$ cat config.mk
export PLATFORM = sky130hd
export DESIGN_NAME = moran_death_birth_step_core
export DESIGN_NICKNAME = d
export VERILOG_FILES = /design/src/sv/mdb_pkg.sv /design/src/sv/moran_death_birth_step_core.sv /design/src/sv/mdb_ram.sv
export VERILOG_INCLUDE_DIRS = /design/src /design/src/sv
export SDC_FILE = /design/constraint.sdc
export NUM_CORES = 2
export LEC_CHECK = 0
export BUFFER_PORTS_ARGS = -buffer_cell sky130_fd_sc_hd__buf_4
export CAP_MARGIN = 20
export CORE_ASPECT_RATIO = 0.9
export CORE_MARGIN = 2
export CORE_UTILIZATION = 70
export CTS_BUF_LIST = sky130_fd_sc_hd__clkbuf_4 sky130_fd_sc_hd__clkbuf_8
export CTS_CLUSTER_DIAMETER = 100
export DETAILED_ROUTE_END_ITERATION = 8
export GPL_ROUTABILITY_DRIVEN = 0
export PLACE_DENSITY = 0.93
export SYNTH_ARGS = -nofsm -noshare
export SYNTH_HDL_FRONTEND = slang
export SYNTH_SLANG_ARGS = --single-unit
$ cat constraint.sdc
create_clock -name i_clk -period 19.7 [get_ports i_clk]
set_clock_uncertainty 0.15 [all_clocks]
set_input_delay 0.985 -clock i_clk [delete_from_list [all_inputs] [get_ports i_clk]]
set_output_delay 0.985 -clock i_clk [all_outputs]
set_load 0.05 [all_outputs]
$ cat src/sv/assert_macros.svh
// assertion helpers used by the step core
`ifndef ASSERT_MACROS_SVH
`define ASSERT_MACROS_SVH

// clocked check, masked while reset is active
`define MDB_ASSERT(lbl, clk, rst_n, prop, msg) \
    lbl: assert property (@(posedge clk) disable iff (!(rst_n)) (prop)) else $error(msg);

// clocked check that also holds during reset
`define MDB_ASSERT_ALWAYS(lbl, clk, prop, msg) \
    lbl: assert property (@(posedge clk) (prop)) else $error(msg);

`endif

$ cat src/sv/mdb_pkg.sv
// ----------------------------------------------------------------------------
// mdb_pkg
// Types and fixed constants of the death-birth step core: field widths,
// configuration register indexes, reset values and the Q2.14 unit.
// ----------------------------------------------------------------------------
package mdb_pkg;

    // field widths
    localparam int RAND_W     = 16;
    localparam int NODE_W     = 6;
    localparam int COUNT_W    = 7;
    localparam int EPS_W      = 15;
    localparam int FIT_W      = 16;
    localparam int PROB_W     = 17;
    localparam int WEIGHT_W   = 16;
    localparam int CFG_IDX_W  = 3;
    localparam int CFG_DATA_W = 17;

    // one in Q2.14
    localparam logic [WEIGHT_W-1:0] ONE_Q14 = 16'd16384;

    // configuration register indexes
    typedef enum logic [CFG_IDX_W-1:0] {
        CFG_NODE_COUNT   = 3'd0,
        CFG_EPSILON      = 3'd1,
        CFG_FIT_RESIDENT = 3'd2,
        CFG_FIT_MUTANT   = 3'd3,
        CFG_STAY_HIGH    = 3'd4,
        CFG_RISE         = 3'd5
    } t_cfg_idx;

    // register reset values
    localparam logic [COUNT_W-1:0] RST_NODE_COUNT = 7'd64;
    localparam logic [EPS_W-1:0]   RST_EPSILON    = 15'd0;
    localparam logic [FIT_W-1:0]   RST_FITNESS    = 16'd16384;
    localparam logic [PROB_W-1:0]  RST_PROB       = 17'd32768;

endpackage

$ cat src/sv/moran_death_birth_step_core.sv
// ----------------------------------------------------------------------------
// moran_death_birth_step_core
// One Monte Carlo step of a death-birth Moran process on a complete graph.
// Node types live in a one-bit RAM; each update scans it to build roulette
// totals and prefix sums for the death and the birth draw.
//
//   channel   direction  handshake           payload
//   input     in         i_valid / o_stall   mode, start node, noise, randoms
//   output    out        o_valid / i_stall   mutant count, flags, nodes, noise
//   config    in         i_cfg_we            i_cfg_idx, i_cfg_data
//
// Update item: three serial scans of the node RAM do the work: totals,
// death prefix, birth prefix; the prefix scans stop at the selected node.
// An absorbed update skips the scans. Start item: the whole RAM is cleared,
// one RAM entry cleared per cycle, then the start node is marked if in use.
// After reset a clearing pass runs before the first input transfer; config
// writes are taken throughout.
// A stalled result waits in the output register; the next item is already
// accepted and finishes into a hold state until the register frees.
// ----------------------------------------------------------------------------
`include "assert_macros.svh"

module moran_death_birth_step_core #(
    parameter int MAX_NODES = 64
) (
    input  logic                            i_clk,
    input  logic                            i_rst_n,
    // configuration
    input  logic                            i_cfg_we,
    input  logic [mdb_pkg::CFG_IDX_W-1:0]   i_cfg_idx,
    input  logic [mdb_pkg::CFG_DATA_W-1:0]  i_cfg_data,
    // input channel
    input  logic                            i_valid,
    output logic                            o_stall,
    input  logic                            i_mode,
    input  logic [mdb_pkg::NODE_W-1:0]      i_start_node,
    input  logic                            i_initial_noise_high,
    input  logic [mdb_pkg::RAND_W-1:0]      i_rand_death,
    input  logic [mdb_pkg::RAND_W-1:0]      i_rand_birth,
    input  logic [mdb_pkg::RAND_W-1:0]      i_rand_noise,
    input  logic                            i_sign_resident_draw,
    input  logic                            i_sign_mutant_draw,
    // output channel
    output logic                            o_valid,
    input  logic                            i_stall,
    output logic [mdb_pkg::COUNT_W-1:0]     o_mutant_count,
    output logic                            o_fixed_flag,
    output logic                            o_lost_flag,
    output logic [mdb_pkg::NODE_W-1:0]      o_dead_node,
    output logic [mdb_pkg::NODE_W-1:0]      o_parent_node,
    output logic                            o_noise_now_high
);

    import mdb_pkg::*;

    localparam int NW = $clog2(MAX_NODES);
    localparam int CW = (NW + 1 > COUNT_W) ? NW + 1 : COUNT_W;
    localparam int TW = WEIGHT_W + NW;
    localparam int PW = TW + RAND_W;
    localparam logic [NW-1:0] LAST_ADDR = NW'(MAX_NODES - 1);
    localparam logic [CW-1:0] N_MAX     = CW'(MAX_NODES);
    localparam logic [CW-1:0] N_MIN     = CW'(2);

    typedef enum logic [3:0] {
        S_CLEAR, S_MARK, S_IDLE, S_TOTAL, S_DMUL, S_DEATH,
        S_BTOT, S_BMUL, S_BIRTH, S_WRITE, S_DONE
    } t_state;

    t_state r_state;

    // configuration registers
    logic [COUNT_W-1:0] r_node_count;
    logic [EPS_W-1:0]   r_eps;
    logic [FIT_W-1:0]   r_fit_res;
    logic [FIT_W-1:0]   r_fit_mut;
    logic [PROB_W-1:0]  r_stay_high;
    logic [PROB_W-1:0]  r_rise;

    // process state held in registers
    logic [CW-1:0] r_mut_total;
    logic          r_noise;
    logic          r_sgn_res;
    logic          r_sgn_mut;

    // latched input item
    logic              r_start_pend;
    logic [NODE_W-1:0] r_start;
    logic              r_init_noise;
    logic [RAND_W-1:0] r_rd;
    logic [RAND_W-1:0] r_rb;
    logic [RAND_W-1:0] r_rn;
    logic              r_sr_in;
    logic              r_sm_in;

    // scan and roulette datapath
    logic [NW-1:0] r_clr;
    logic [NW-1:0] r_scan_addr;
    logic          r_scan_on;
    logic          r_pv;
    logic [NW-1:0] r_pidx;
    logic [TW-1:0] r_tot_d;
    logic [TW-1:0] r_tot_b;
    logic [TW-1:0] r_prefix;
    logic [PW-1:0] r_rt;
    logic [NW-1:0] r_dead;
    logic          r_dead_t;
    logic [NW-1:0] r_parent;
    logic          r_par_t;
    logic [NW-1:0] r_last_idx;
    logic          r_last_t;

    // output register
    logic               r_o_vld;
    logic [COUNT_W-1:0] r_o_count;
    logic               r_o_fixed;
    logic               r_o_lost;
    logic [NODE_W-1:0]  r_o_dead;
    logic [NODE_W-1:0]  r_o_parent;
    logic               r_o_noise;

    // ram ports
    logic          ram_we;
    logic [NW-1:0] ram_waddr;
    logic          ram_wdata;
    logic          ram_rdata;

    // combinational helpers
    logic [CW-1:0]       n_use;
    logic [CW-1:0]       n_last;
    logic [CW-1:0]       start_ext;
    logic                start_ok;
    logic                absorbed;
    logic                scan_at_end;
    logic                pidx_at_end;
    logic [WEIGHT_W-1:0] wd_plus;
    logic [WEIGHT_W-1:0] wd_minus;
    logic [WEIGHT_W-1:0] wd_res;
    logic [WEIGHT_W-1:0] wd_mut;
    logic [WEIGHT_W-1:0] wd_cur;
    logic [WEIGHT_W-1:0] wb_cur;
    logic [WEIGHT_W-1:0] wb_dead;
    logic                elig;
    logic [TW-1:0]       pre_d;
    logic [TW-1:0]       pre_b;
    logic                hit_d;
    logic                hit_b;
    logic                noise_next;
    logic [CW-1:0]       dead_ext;
    logic [CW-1:0]       parent_ext;
    logic                in_xfer;
    logic                out_free;

    // nodes in use, clamped to [2, MAX_NODES]
    always_comb begin
        if (CW'(r_node_count) < N_MIN) begin
            n_use = N_MIN;
        end else if (CW'(r_node_count) > N_MAX) begin
            n_use = N_MAX;
        end else begin
            n_use = CW'(r_node_count);
        end
    end

    assign n_last      = n_use - CW'(1);
    assign start_ext   = CW'(r_start);
    assign start_ok    = start_ext < n_use;
    assign absorbed    = (r_mut_total == '0) || (r_mut_total >= n_use);
    assign scan_at_end = CW'(r_scan_addr) == n_last;
    assign pidx_at_end = CW'(r_pidx) == n_last;

    // death and birth weights of the node on the read port
    assign wd_plus  = ONE_Q14 + WEIGHT_W'(r_eps);
    assign wd_minus = (WEIGHT_W'(r_eps) >= ONE_Q14) ? '0 : ONE_Q14 - WEIGHT_W'(r_eps);
    assign wd_res   = r_sgn_res ? wd_plus : wd_minus;
    assign wd_mut   = r_sgn_mut ? wd_plus : wd_minus;
    assign wd_cur   = ram_rdata ? wd_mut : wd_res;
    assign wb_cur   = ram_rdata ? r_fit_mut : r_fit_res;
    assign wb_dead  = r_dead_t ? r_fit_mut : r_fit_res;

    // roulette tests against the scaled prefix
    assign elig  = r_pidx != r_dead;
    assign pre_d = r_prefix + TW'(wd_cur);
    assign pre_b = r_prefix + (elig ? TW'(wb_cur) : '0);
    assign hit_d = r_rt <= {pre_d, {RAND_W{1'b0}}};
    assign hit_b = elig && (r_rt <= {pre_b, {RAND_W{1'b0}}});

    // telegraph noise transition
    assign noise_next = r_noise ? (PROB_W'(r_rn) <= r_stay_high)
                                : (PROB_W'(r_rn) <= r_rise);

    assign dead_ext   = CW'(r_dead);
    assign parent_ext = CW'(r_parent);

    assign o_stall  = r_state != S_IDLE;
    assign in_xfer  = i_valid && !o_stall;
    assign out_free = !r_o_vld || !i_stall;

    // ram write port: clearing sweep, start mark, copy of parent type
    always_comb begin
        ram_we    = 1'b0;
        ram_waddr = r_dead;
        ram_wdata = r_par_t;
        unique case (r_state)
            S_CLEAR: begin
                ram_we    = 1'b1;
                ram_waddr = r_clr;
                ram_wdata = 1'b0;
            end
            S_MARK: begin
                ram_we    = start_ok;
                ram_waddr = start_ext[NW-1:0];
                ram_wdata = 1'b1;
            end
            S_WRITE: begin
                ram_we    = 1'b1;
            end
            default: begin
                ram_we    = 1'b0;
            end
        endcase
    end

    mdb_ram #(
        .WIDTH (1),
        .DEPTH (MAX_NODES)
    ) u_node_ram (
        .i_clk   (i_clk),
        .i_we    (ram_we),
        .i_waddr (ram_waddr),
        .i_wdata (ram_wdata),
        .i_raddr (r_scan_addr),
        .o_rdata (ram_rdata)
    );

    // configuration writes
    always_ff @(posedge i_clk) begin
        if (!i_rst_n) begin
            r_node_count <= RST_NODE_COUNT;
            r_eps        <= RST_EPSILON;
            r_fit_res    <= RST_FITNESS;
            r_fit_mut    <= RST_FITNESS;
            r_stay_high  <= RST_PROB;
            r_rise       <= RST_PROB;
        end else if (i_cfg_we) begin
            unique case (i_cfg_idx)
                CFG_NODE_COUNT:   r_node_count <= i_cfg_data[COUNT_W-1:0];
                CFG_EPSILON:      r_eps        <= i_cfg_data[EPS_W-1:0];
                CFG_FIT_RESIDENT: r_fit_res    <= i_cfg_data[FIT_W-1:0];
                CFG_FIT_MUTANT:   r_fit_mut    <= i_cfg_data[FIT_W-1:0];
                CFG_STAY_HIGH:    r_stay_high  <= i_cfg_data[PROB_W-1:0];
                CFG_RISE:         r_rise       <= i_cfg_data[PROB_W-1:0];
                default: begin
                end
            endcase
        end
    end

    // sequencer, scan pipeline and registered outputs
    always_ff @(posedge i_clk) begin
        if (!i_rst_n) begin
            r_state      <= S_CLEAR;
            r_clr        <= '0;
            r_start_pend <= 1'b0;
            r_scan_on    <= 1'b0;
            r_scan_addr  <= '0;
            r_pv         <= 1'b0;
            r_mut_total  <= '0;
            r_noise      <= 1'b0;
            r_sgn_res    <= 1'b0;
            r_sgn_mut    <= 1'b0;
            r_o_vld      <= 1'b0;
        end else begin
            // read pipeline: data arrives in the cycle after its address
            r_pv   <= r_scan_on;
            r_pidx <= r_scan_addr;
            if (r_scan_on) begin
                if (scan_at_end) begin
                    r_scan_on <= 1'b0;
                end else begin
                    r_scan_addr <= r_scan_addr + NW'(1);
                end
            end

            // output transfer frees the register
            if (r_o_vld && !i_stall) begin
                r_o_vld <= 1'b0;
            end

            unique case (r_state)
                S_CLEAR: begin
                    r_clr <= r_clr + NW'(1);
                    if (r_clr == LAST_ADDR) begin
                        r_state <= r_start_pend ? S_MARK : S_IDLE;
                    end
                end
                S_MARK: begin
                    r_start_pend <= 1'b0;
                    r_mut_total  <= start_ok ? CW'(1) : '0;
                    r_noise      <= r_init_noise;
                    r_sgn_res    <= r_sr_in;
                    r_sgn_mut    <= r_sm_in;
                    r_dead       <= '0;
                    r_parent     <= '0;
                    r_state      <= S_DONE;
                end
                S_IDLE: begin
                    if (in_xfer) begin
                        r_start      <= i_start_node;
                        r_init_noise <= i_initial_noise_high;
                        r_rd         <= i_rand_death;
                        r_rb         <= i_rand_birth;
                        r_rn         <= i_rand_noise;
                        r_sr_in      <= i_sign_resident_draw;
                        r_sm_in      <= i_sign_mutant_draw;
                        r_dead       <= '0;
                        r_parent     <= '0;
                        if (!i_mode) begin
                            r_start_pend <= 1'b1;
                            r_clr        <= '0;
                            r_state      <= S_CLEAR;
                        end else if (absorbed) begin
                            r_state <= S_DONE;
                        end else begin
                            r_tot_d     <= '0;
                            r_tot_b     <= '0;
                            r_scan_addr <= '0;
                            r_scan_on   <= 1'b1;
                            r_state     <= S_TOTAL;
                        end
                    end
                end
                // totals of death and birth weights over all nodes in use
                S_TOTAL: begin
                    if (r_pv) begin
                        r_tot_d <= r_tot_d + TW'(wd_cur);
                        r_tot_b <= r_tot_b + TW'(wb_cur);
                        if (pidx_at_end) begin
                            r_state <= S_DMUL;
                        end
                    end
                end
                S_DMUL: begin
                    r_rt        <= PW'(r_rd) * PW'(r_tot_d);
                    r_prefix    <= '0;
                    r_scan_addr <= '0;
                    r_scan_on   <= 1'b1;
                    r_state     <= S_DEATH;
                end
                // death roulette, last node takes a rounding overrun
                S_DEATH: begin
                    if (r_pv) begin
                        r_prefix <= pre_d;
                        if (hit_d || pidx_at_end) begin
                            r_dead    <= r_pidx;
                            r_dead_t  <= ram_rdata;
                            r_scan_on <= 1'b0;
                            r_state   <= S_BTOT;
                        end
                    end
                end
                // birth total without the dying node
                S_BTOT: begin
                    r_tot_b <= r_tot_b - TW'(wb_dead);
                    r_state <= S_BMUL;
                end
                S_BMUL: begin
                    r_rt        <= PW'(r_rb) * PW'(r_tot_b);
                    r_prefix    <= '0;
                    r_scan_addr <= '0;
                    r_scan_on   <= 1'b1;
                    r_state     <= S_BIRTH;
                end
                // birth roulette over the other nodes
                S_BIRTH: begin
                    if (r_pv) begin
                        r_prefix <= pre_b;
                        if (hit_b) begin
                            r_parent  <= r_pidx;
                            r_par_t   <= ram_rdata;
                            r_scan_on <= 1'b0;
                            r_state   <= S_WRITE;
                        end else if (pidx_at_end) begin
                            r_parent  <= elig ? r_pidx : r_last_idx;
                            r_par_t   <= elig ? ram_rdata : r_last_t;
                            r_scan_on <= 1'b0;
                            r_state   <= S_WRITE;
                        end else if (elig) begin
                            r_last_idx <= r_pidx;
                            r_last_t   <= ram_rdata;
                        end
                    end
                end
                // copy parent type, count mutants, advance noise
                S_WRITE: begin
                    if (r_par_t && !r_dead_t) begin
                        r_mut_total <= r_mut_total + CW'(1);
                    end else if (!r_par_t && r_dead_t) begin
                        r_mut_total <= r_mut_total - CW'(1);
                    end
                    r_noise <= noise_next;
                    if (noise_next != r_noise) begin
                        r_sgn_res <= r_sr_in;
                        r_sgn_mut <= r_sm_in;
                    end
                    r_state <= S_DONE;
                end
                // hold until the output register is free
                S_DONE: begin
                    if (out_free) begin
                        r_o_vld    <= 1'b1;
                        r_o_count  <= r_mut_total[COUNT_W-1:0];
                        r_o_fixed  <= r_mut_total >= n_use;
                        r_o_lost   <= r_mut_total == '0;
                        r_o_dead   <= dead_ext[NODE_W-1:0];
                        r_o_parent <= parent_ext[NODE_W-1:0];
                        r_o_noise  <= r_noise;
                        r_state    <= S_IDLE;
                    end
                end
                default: begin
                    r_state <= S_IDLE;
                end
            endcase
        end
    end

    assign o_valid          = r_o_vld;
    assign o_mutant_count   = r_o_count;
    assign o_fixed_flag     = r_o_fixed;
    assign o_lost_flag      = r_o_lost;
    assign o_dead_node      = r_o_dead;
    assign o_parent_node    = r_o_parent;
    assign o_noise_now_high = r_o_noise;

    // checks on the sequencer and datapath
    `MDB_ASSERT(a_dead_in_range, i_clk, i_rst_n, (r_state == S_BTOT) |-> (dead_ext < n_use), "dead node outside nodes in use")
    `MDB_ASSERT(a_parent_not_dead, i_clk, i_rst_n, (r_state == S_WRITE) |-> (r_parent != r_dead), "parent equals dying node")
    `MDB_ASSERT(a_count_steady, i_clk, i_rst_n, (r_state != S_WRITE && r_state != S_MARK) |=> $stable(r_mut_total), "mutant total changed outside update")
    `MDB_ASSERT(a_no_scan_at_accept, i_clk, i_rst_n, in_xfer |-> (!r_scan_on && !r_start_pend), "input transfer while node scan active")

endmodule

$ cat src/sv/mdb_ram.sv
// ----------------------------------------------------------------------------
// mdb_ram
// Generic single-clock RAM, one write port and one read port, read data
// registered.
// ----------------------------------------------------------------------------
module mdb_ram #(
    parameter int WIDTH = 1,
    parameter int DEPTH = 64
) (
    input  logic                     i_clk,
    input  logic                     i_we,
    input  logic [$clog2(DEPTH)-1:0] i_waddr,
    input  logic [WIDTH-1:0]         i_wdata,
    input  logic [$clog2(DEPTH)-1:0] i_raddr,
    output logic [WIDTH-1:0]         o_rdata
);

    logic [WIDTH-1:0] r_mem [DEPTH];
    logic [WIDTH-1:0] r_rdata;

    // write and registered read
    always_ff @(posedge i_clk) begin
        if (i_we) begin
            r_mem[i_waddr] <= i_wdata;
        end
        r_rdata <= r_mem[i_raddr];
    end

    assign o_rdata = r_rdata;

endmodule

======== Word level (Yosys, flattened, before mapping) ========
Memory sizes are Yosys's and may differ from the RTL's. A register that Yosys moved wholly into a read port is not among the register bits.
Cells that the tools add are included.
storage, ports and cells
  ROM bits ................................ 0
  latch bits .............................. 0
  flip-flop bits (word level) ............. 328
  logic and storage cells ................. 240
  memories ................................ 1
  bits in writable memories ............... 64
memory list
  memory            words  width  rd ports  clocked after Yosys merged registers in  wr ports  RTL line       RTL
  u_node_ram.r_mem  64     1      1         1                                        1         mdb_ram.sv:18  logic [WIDTH-1:0] r_mem [DEPTH];
cells by class
  bitwise gates (word level) .............. 2
  multipliers ............................. 2
  add/sub/neg operators ................... 12
  eq/ne operators ......................... 35
  shifts and indexed selects .............. 0
  div/mod/pow operators ................... 0
  muxes and demuxes ....................... 87
  $lt $le $gt $ge ......................... 9
  reductions and logical operators ........ 51
operators with widths
  cell                                                                    number
  22-bit 2-to-1 mux                                                       7
  22-bit one-hot mux with 3 select lines                                  2
  16-bit 2-to-1 mux                                                       7
  22-bit by 16-bit adder with 22-bit output                               4
  6-bit 2-to-1 mux                                                        14
  38-bit less-or-equal comparator                                         2
  16-bit by 22-bit multiplier with 38-bit output                          2
  38-bit one-hot mux with 2 select lines                                  1
  4-bit 2-to-1 mux                                                        12
  22-bit one-hot mux with 2 select lines                                  1
  4-bit one-hot mux with 10 select lines                                  1
  6-bit one-hot mux with 2 select lines                                   3
  6-bit one-hot mux with 3 select lines                                   2
  16-bit by 17-bit less-or-equal comparator with 1-bit output             2
  7-bit 2-to-1 mux                                                        4
  1-bit 2-to-1 mux                                                        24
  2-bit != test (second input constant)                                   12
  22-bit by 16-bit subtractor with 22-bit output                          1
  2-bit AND reduction                                                     9
  15-bit by 15-bit adder with 16-bit output (first input constant)        1
  4-bit by 3-bit equality test with 1-bit output (second input constant)  4
  15-bit by 15-bit subtractor with 16-bit output (first input constant)   1
  15-bit greater-or-equal comparator (second input constant)              1
  5-bit AND reduction                                                     3
  other kinds (37)                                                        78

======== Depth between registers and ports, before layout ========
  depth in word-level cells ............... 11
  depth in mapped cells ................... 29
  mapped depth without buffers ............ 27

======== Modules after synthesis ========
A second synthesis with hierarchy kept.
unflattened totals
  cell total of the unflattened synthesis .. 4850
  area total of the unflattened synthesis .. 44508.9 um2
by module, submodules not included
  module                       instances  area each (um2)  cells an instance
  moran_death_birth_step_core  1          41572.4          4645
  mdb_ram                      1          2936.6           205

======== Worst setup path before layout ========
OpenSTA, ideal clock, no wires.
  path kind ............................... register to register
  start ................................... reg r_tot_d[10]
  end ..................................... reg r_rt[26], data pin
  stages on the path, launching flop included .. 26
  path slack .............................. 13.171 ns
  data required time ...................... 19.381 ns
  setup time .............................. 0.169 ns
  arrival ................................. 6.210 ns
  period minus slack after synthesis ...... 6.529 ns
  buffers on the path ..................... 2
  cell sequence ........................... edfxtp_1 > clkbuf_1 > nand2_1 > fa_1 > inv_1 > fa_1 > inv_1 > fa_1 > fa_1 > inv_1 > fa_1 > inv_1 > fa_1 > inv_1 > ha_1 > clkbuf_1 > a21oi_1 > o21ai_0 > nor4b_1 > o31ai_1 > a21oi_1 > o21a_1 > o31ai_1 > o21a_1 > o21a_1 > o31ai_1
between the ends
  cells in the longest elaborated chain, start to end .. 2
RTL lines
  item                                            RTL line                            RTL
  from (decl)                                     moran_death_birth_step_core.sv:101  logic [TW-1:0] r_tot_d;
  from (signal assigned)                          moran_death_birth_step_core.sv:335  r_tot_d <= r_tot_d + TW'(wd_cur);
  16-bit by 22-bit multiplier with 38-bit output  moran_death_birth_step_core.sv:343  r_rt <= PW'(r_rd) * PW'(r_tot_d);
  38-bit one-hot mux with 2 select lines          moran_death_birth_step_core.sv:289  unique case (r_state)
  to (signal assigned)                            moran_death_birth_step_core.sv:343
  to (signal assigned)                            moran_death_birth_step_core.sv:367  r_rt <= PW'(r_rb) * PW'(r_tot_b);
  to (decl)                                       moran_death_birth_step_core.sv:104  logic [PW-1:0] r_rt;
No other way between the ends.
A chain may end at the register's enable or synchronous reset.

======== Worst setup path in the final report ========
  start ................................... reg r_rb[3]
  end ..................................... reg r_rt[37], data pin
between the ends
  cells in the longest elaborated chain, start to end .. 2
RTL lines
  item                                            RTL line                            RTL
  from (decl)                                     moran_death_birth_step_core.sv:90   logic [RAND_W-1:0] r_rb;
  from (signal assigned)                          moran_death_birth_step_core.sv:311  r_rb <= i_rand_birth;
  16-bit by 22-bit multiplier with 38-bit output  moran_death_birth_step_core.sv:367
  38-bit one-hot mux with 2 select lines          moran_death_birth_step_core.sv:289
No other way between the ends.

==> run_results.csv <==
group,metric,value,unit
final_layout,diodes,0,
power,ir_worst_vdd,72.9,µV
cts,cts_buffers,70,
timing,maxSlewViolCount,0,
detailed_routing,ant_nets,0,
grt,grt_max_degree,99,
placement,post-place-ws,12.42,ns
placement,io_buffers,106,
die,start_util,0.709,
setup_path,path_max_fanout,22,
grt,grtUsageMet3,0.0966,
final_layout,syn_to_final_growth,6.29,%
grt,overflow,0,
cts,cts_tree,"built",
setup_path,ff2ff_path_depth,21,
timing,maxSlewHeadroom,0.201,
die,die_width,270,µm
timing,holdWs,0.294,ns
setup_path,rr_startpoint,"r_rb[3]$_DFFE_PP_",
die,die_area,0.0655,mm²
grt,grtUsageMet1,0.457,
detailed_routing,drt_iter0_markers,4339,
yosys,synth_edf_count,274,
grt,track_usage,0.381,
cts,clock_latency,0.72,ns
timing,fin_setup_tns,0,ns
setup_path,crit_chain,"nand2_1 > fa_1 > inv_1 > fa_1 > inv_1 > fa_1 > fa_1 > fa_1 > inv_1 > fa_1 > ha_1 > inv_1 > nor3_1 > inv_1 > or2_2 > nor3b_2 > nor2_2 > a311oi_1 > a22oi_1 > mux2i_1 > o311a_1",
setup_path,cpMostUsedCell,"fa_1",
run,cap_violations,0,
cts,ctsHoldBuffers,0,
grt,grtUsageMet2,0.610,
power,power.leakage,0.0206,µW
timing,setup_slack,12.11,ns
grt,grt_pass1_vias,38329,
hold_path,hold_path_end,"o_parent_node[3]$_DFFE_PP_",
setup_path,cp-start-kind,"flip-flop",
die,placementRows,87,
timing,worst_pin_slew,1.20,ns
setup_path,crit_path_start,"r_rb[3]$_DFFE_PP_",
cts,cts.sinks,393,
yosys,ys_types,96,
yosys,syn_avg_cell_area,9.16,µm²
setup_path,cp-end-kind,"flip-flop",
timing,setup_viol,0,
detailed_routing,remaining_drc_errors,0,
setup_path,arrival,7.90,ns
cts,postCtsSetupBuffers,0,
detailed_routing,drt-pass1-iter-count,7,
hold_path,min-delay-start,"r_parent[3]$_SDFFCE_PN0P_",
yosys,synth_warnings,0,
die,core,0.0627,mm²
grt,grt_pass1_wl,197000,µm
final_layout,final_common_cell,"nand2_1",
grt,top_usage_layer,"met2",
detailed_routing,routed_wl,123000,µm
detailed_routing,vias,36909,
setup_path,slowest_delay,0.99,ns
detailed_routing,viasPerCell,6.42,
die,die_h,243,µm
yosys,synth_nets,5884,
power,power_density,40.6,mW/mm²
setup_path,rrSetupSlack,12.11,ns
cts,path_clk_slew,0.07,ns
final_layout,mostFrequentLayoutCells,"nand2_1, inv_1, fa_1",
cts,cts_max_level,3,
yosys,ys_seq_area_frac,0.239,
placement,placed_cell_area,0.0458,mm²
final_layout,final_area,0.0472,mm²
outcome,status,"finished clean",
yosys,synthCells,4850,
final_layout,drive_gt1_frac,0.0666,
timing,period_share,0.385,
cts,clockRootBuffer,"clkbuf_8",
setup_path,crit_path_top_delay_cell,"edfxtp_1",
timing,rsz0062_at_grt,"false",
yosys,ys.flop_type,"edfxtp_1",
detailed_routing,wl_per_cell,21.4,µm
hold_path,hp-class,"flip-flop to flip-flop",
timing,finalCriticalPeriod,7.59,ns
yosys,ys_async_sr_fraction,0,
yosys,synth_seq_cells,393,
grt,antenna_found_initial,1,
timing,clock.fmax,0.132,GHz
final_layout,nets,5886,
setup_path,worstPathRequired,20.01,ns
setup_path,critPathKind,"flip-flop to flip-flop",
hold_path,whs_path_depth,0,
timing,final_hold_viol_count,0,
cts,cts_resized,0,
die,ios,107,
placement,hpwl,88500,µm
yosys,synth_area,0.0444,mm²
setup_path,rr_endpoint,"r_rt[37]$_DFFE_PP_",
cts,clockBufferDepth,3,
## power by group
group	switching (µW)	internal, µW
Clock	392	424
Sequential	6.29	883
Combinational	127	85.0
Total	526	1390
## cells by family (layout without fill, tap and decap cells)
group / count (synthesis) / count (layout) / synth area share
multiplexers: 70 / 70 / 0.0186
AO/OA/AOI/OAI: 726 / 726 / 0.102
XOR/XNOR: 162 / 162 / 0.0319
AND/OR/NAND/NOR: 1662 / 1662 / 0.171
adder cells (fa/ha/maj): 951 / 951 / 0.362
flip-flops: 393 / 393 / 0.239
buffers and inverters: 886 / 943 / 0.0750
## layer usage
metal / vias to the layer above / wire length (µm)
met2: 2672 / 55900
met3: 823 / 15400
met5: - / 0
met1: 17581 / 42000
met4: 0 / 9630
li1: 15833 / -
## worst max path at each step
stage                              endpoint  cells after the start
floorplan                r_rt[26]$_DFFE_PP_                     25
global placement         r_rt[32]$_DFFE_PP_                     23
CTS                      r_rt[32]$_DFFE_PP_                     23
global route        r_dead[0]$_SDFFCE_PN0P_                     27
detailed placement       r_rt[32]$_DFFE_PP_                     23
finish                   r_rt[37]$_DFFE_PP_                     21
## worst max-delay path, delay by kind of cell, from the launching register on
kind	cells	cell delay, ns
AO/OA/AOI/OAI	3	0.86
flip-flops	1	0.99
AND/OR/NAND/NOR	5	1.11
buffers and inverters	5	0.34
multiplexers	1	0.17
adder cells (fa/ha/maj)	7	3.69
## synth_stat cells, drive strengths merged, types with 8 or more instances
cell | n | area share
a211oi | 22 | 0.0040
a21boi | 8 | 0.0014
a21o | 83 | 0.014
a21oi | 278 | 0.031
a31oi | 19 | 0.0027
and2 | 250 | 0.035
and3 | 19 | 0.0027
buf | 20 | 0.0019
clkbuf | 181 | 0.015
dfxtp | 119 | 0.054
edfxtp | 274 | 0.19
fa | 561 | 0.25
ha | 390 | 0.11
inv | 685 | 0.058
mux2 | 12 | 0.0030
mux2i | 49 | 0.011
mux4 | 9 | 0.0046
nand2 | 842 | 0.072
nand2b | 31 | 0.0044
nand3 | 48 | 0.0054
nand4 | 31 | 0.0044
nor2 | 279 | 0.024
nor2b | 26 | 0.0037
nor3 | 54 | 0.0063
nor4 | 16 | 0.0026
o211ai | 16 | 0.0027
o21a | 16 | 0.0027
o21ai | 145 | 0.016
o21bai | 13 | 0.0022
o221ai | 11 | 0.0022
o22ai | 23 | 0.0032
o31ai | 16 | 0.0032
or2 | 12 | 0.0017
or3 | 27 | 0.0038
xnor2 | 87 | 0.017
xor2 | 75 | 0.015
## stage by stage
step	total power [µW]	util	cells
after floorplan	1050	-	4850
after global placement	1100	0.730	5622
after detailed placement	1110	0.730	5622
after CTS	1910	0.753	5749
after global routing	1970	0.753	5752
final	1920	0.753	5752
## sequential cells by signal, summed over array words and instances (netlist names), 17 cells and up
name              flops
u_node_ram.r_mem     64
r_rt                 38
r_prefix             22
r_tot_b              22
r_tot_d              22
r_rise               17
r_stay_high          17
## cell type report
cell class	count	area [µm²]
clock buffers	99	1220
clock inverters	28	224
fillers	3816	15500
inverters	685	2570
multi-input cells	3571	30600
flip-flops and latches	393	10600
well taps	845	1060
repair buffers	131	1000
Note: power is estimated with default switching activity, not from simulation.
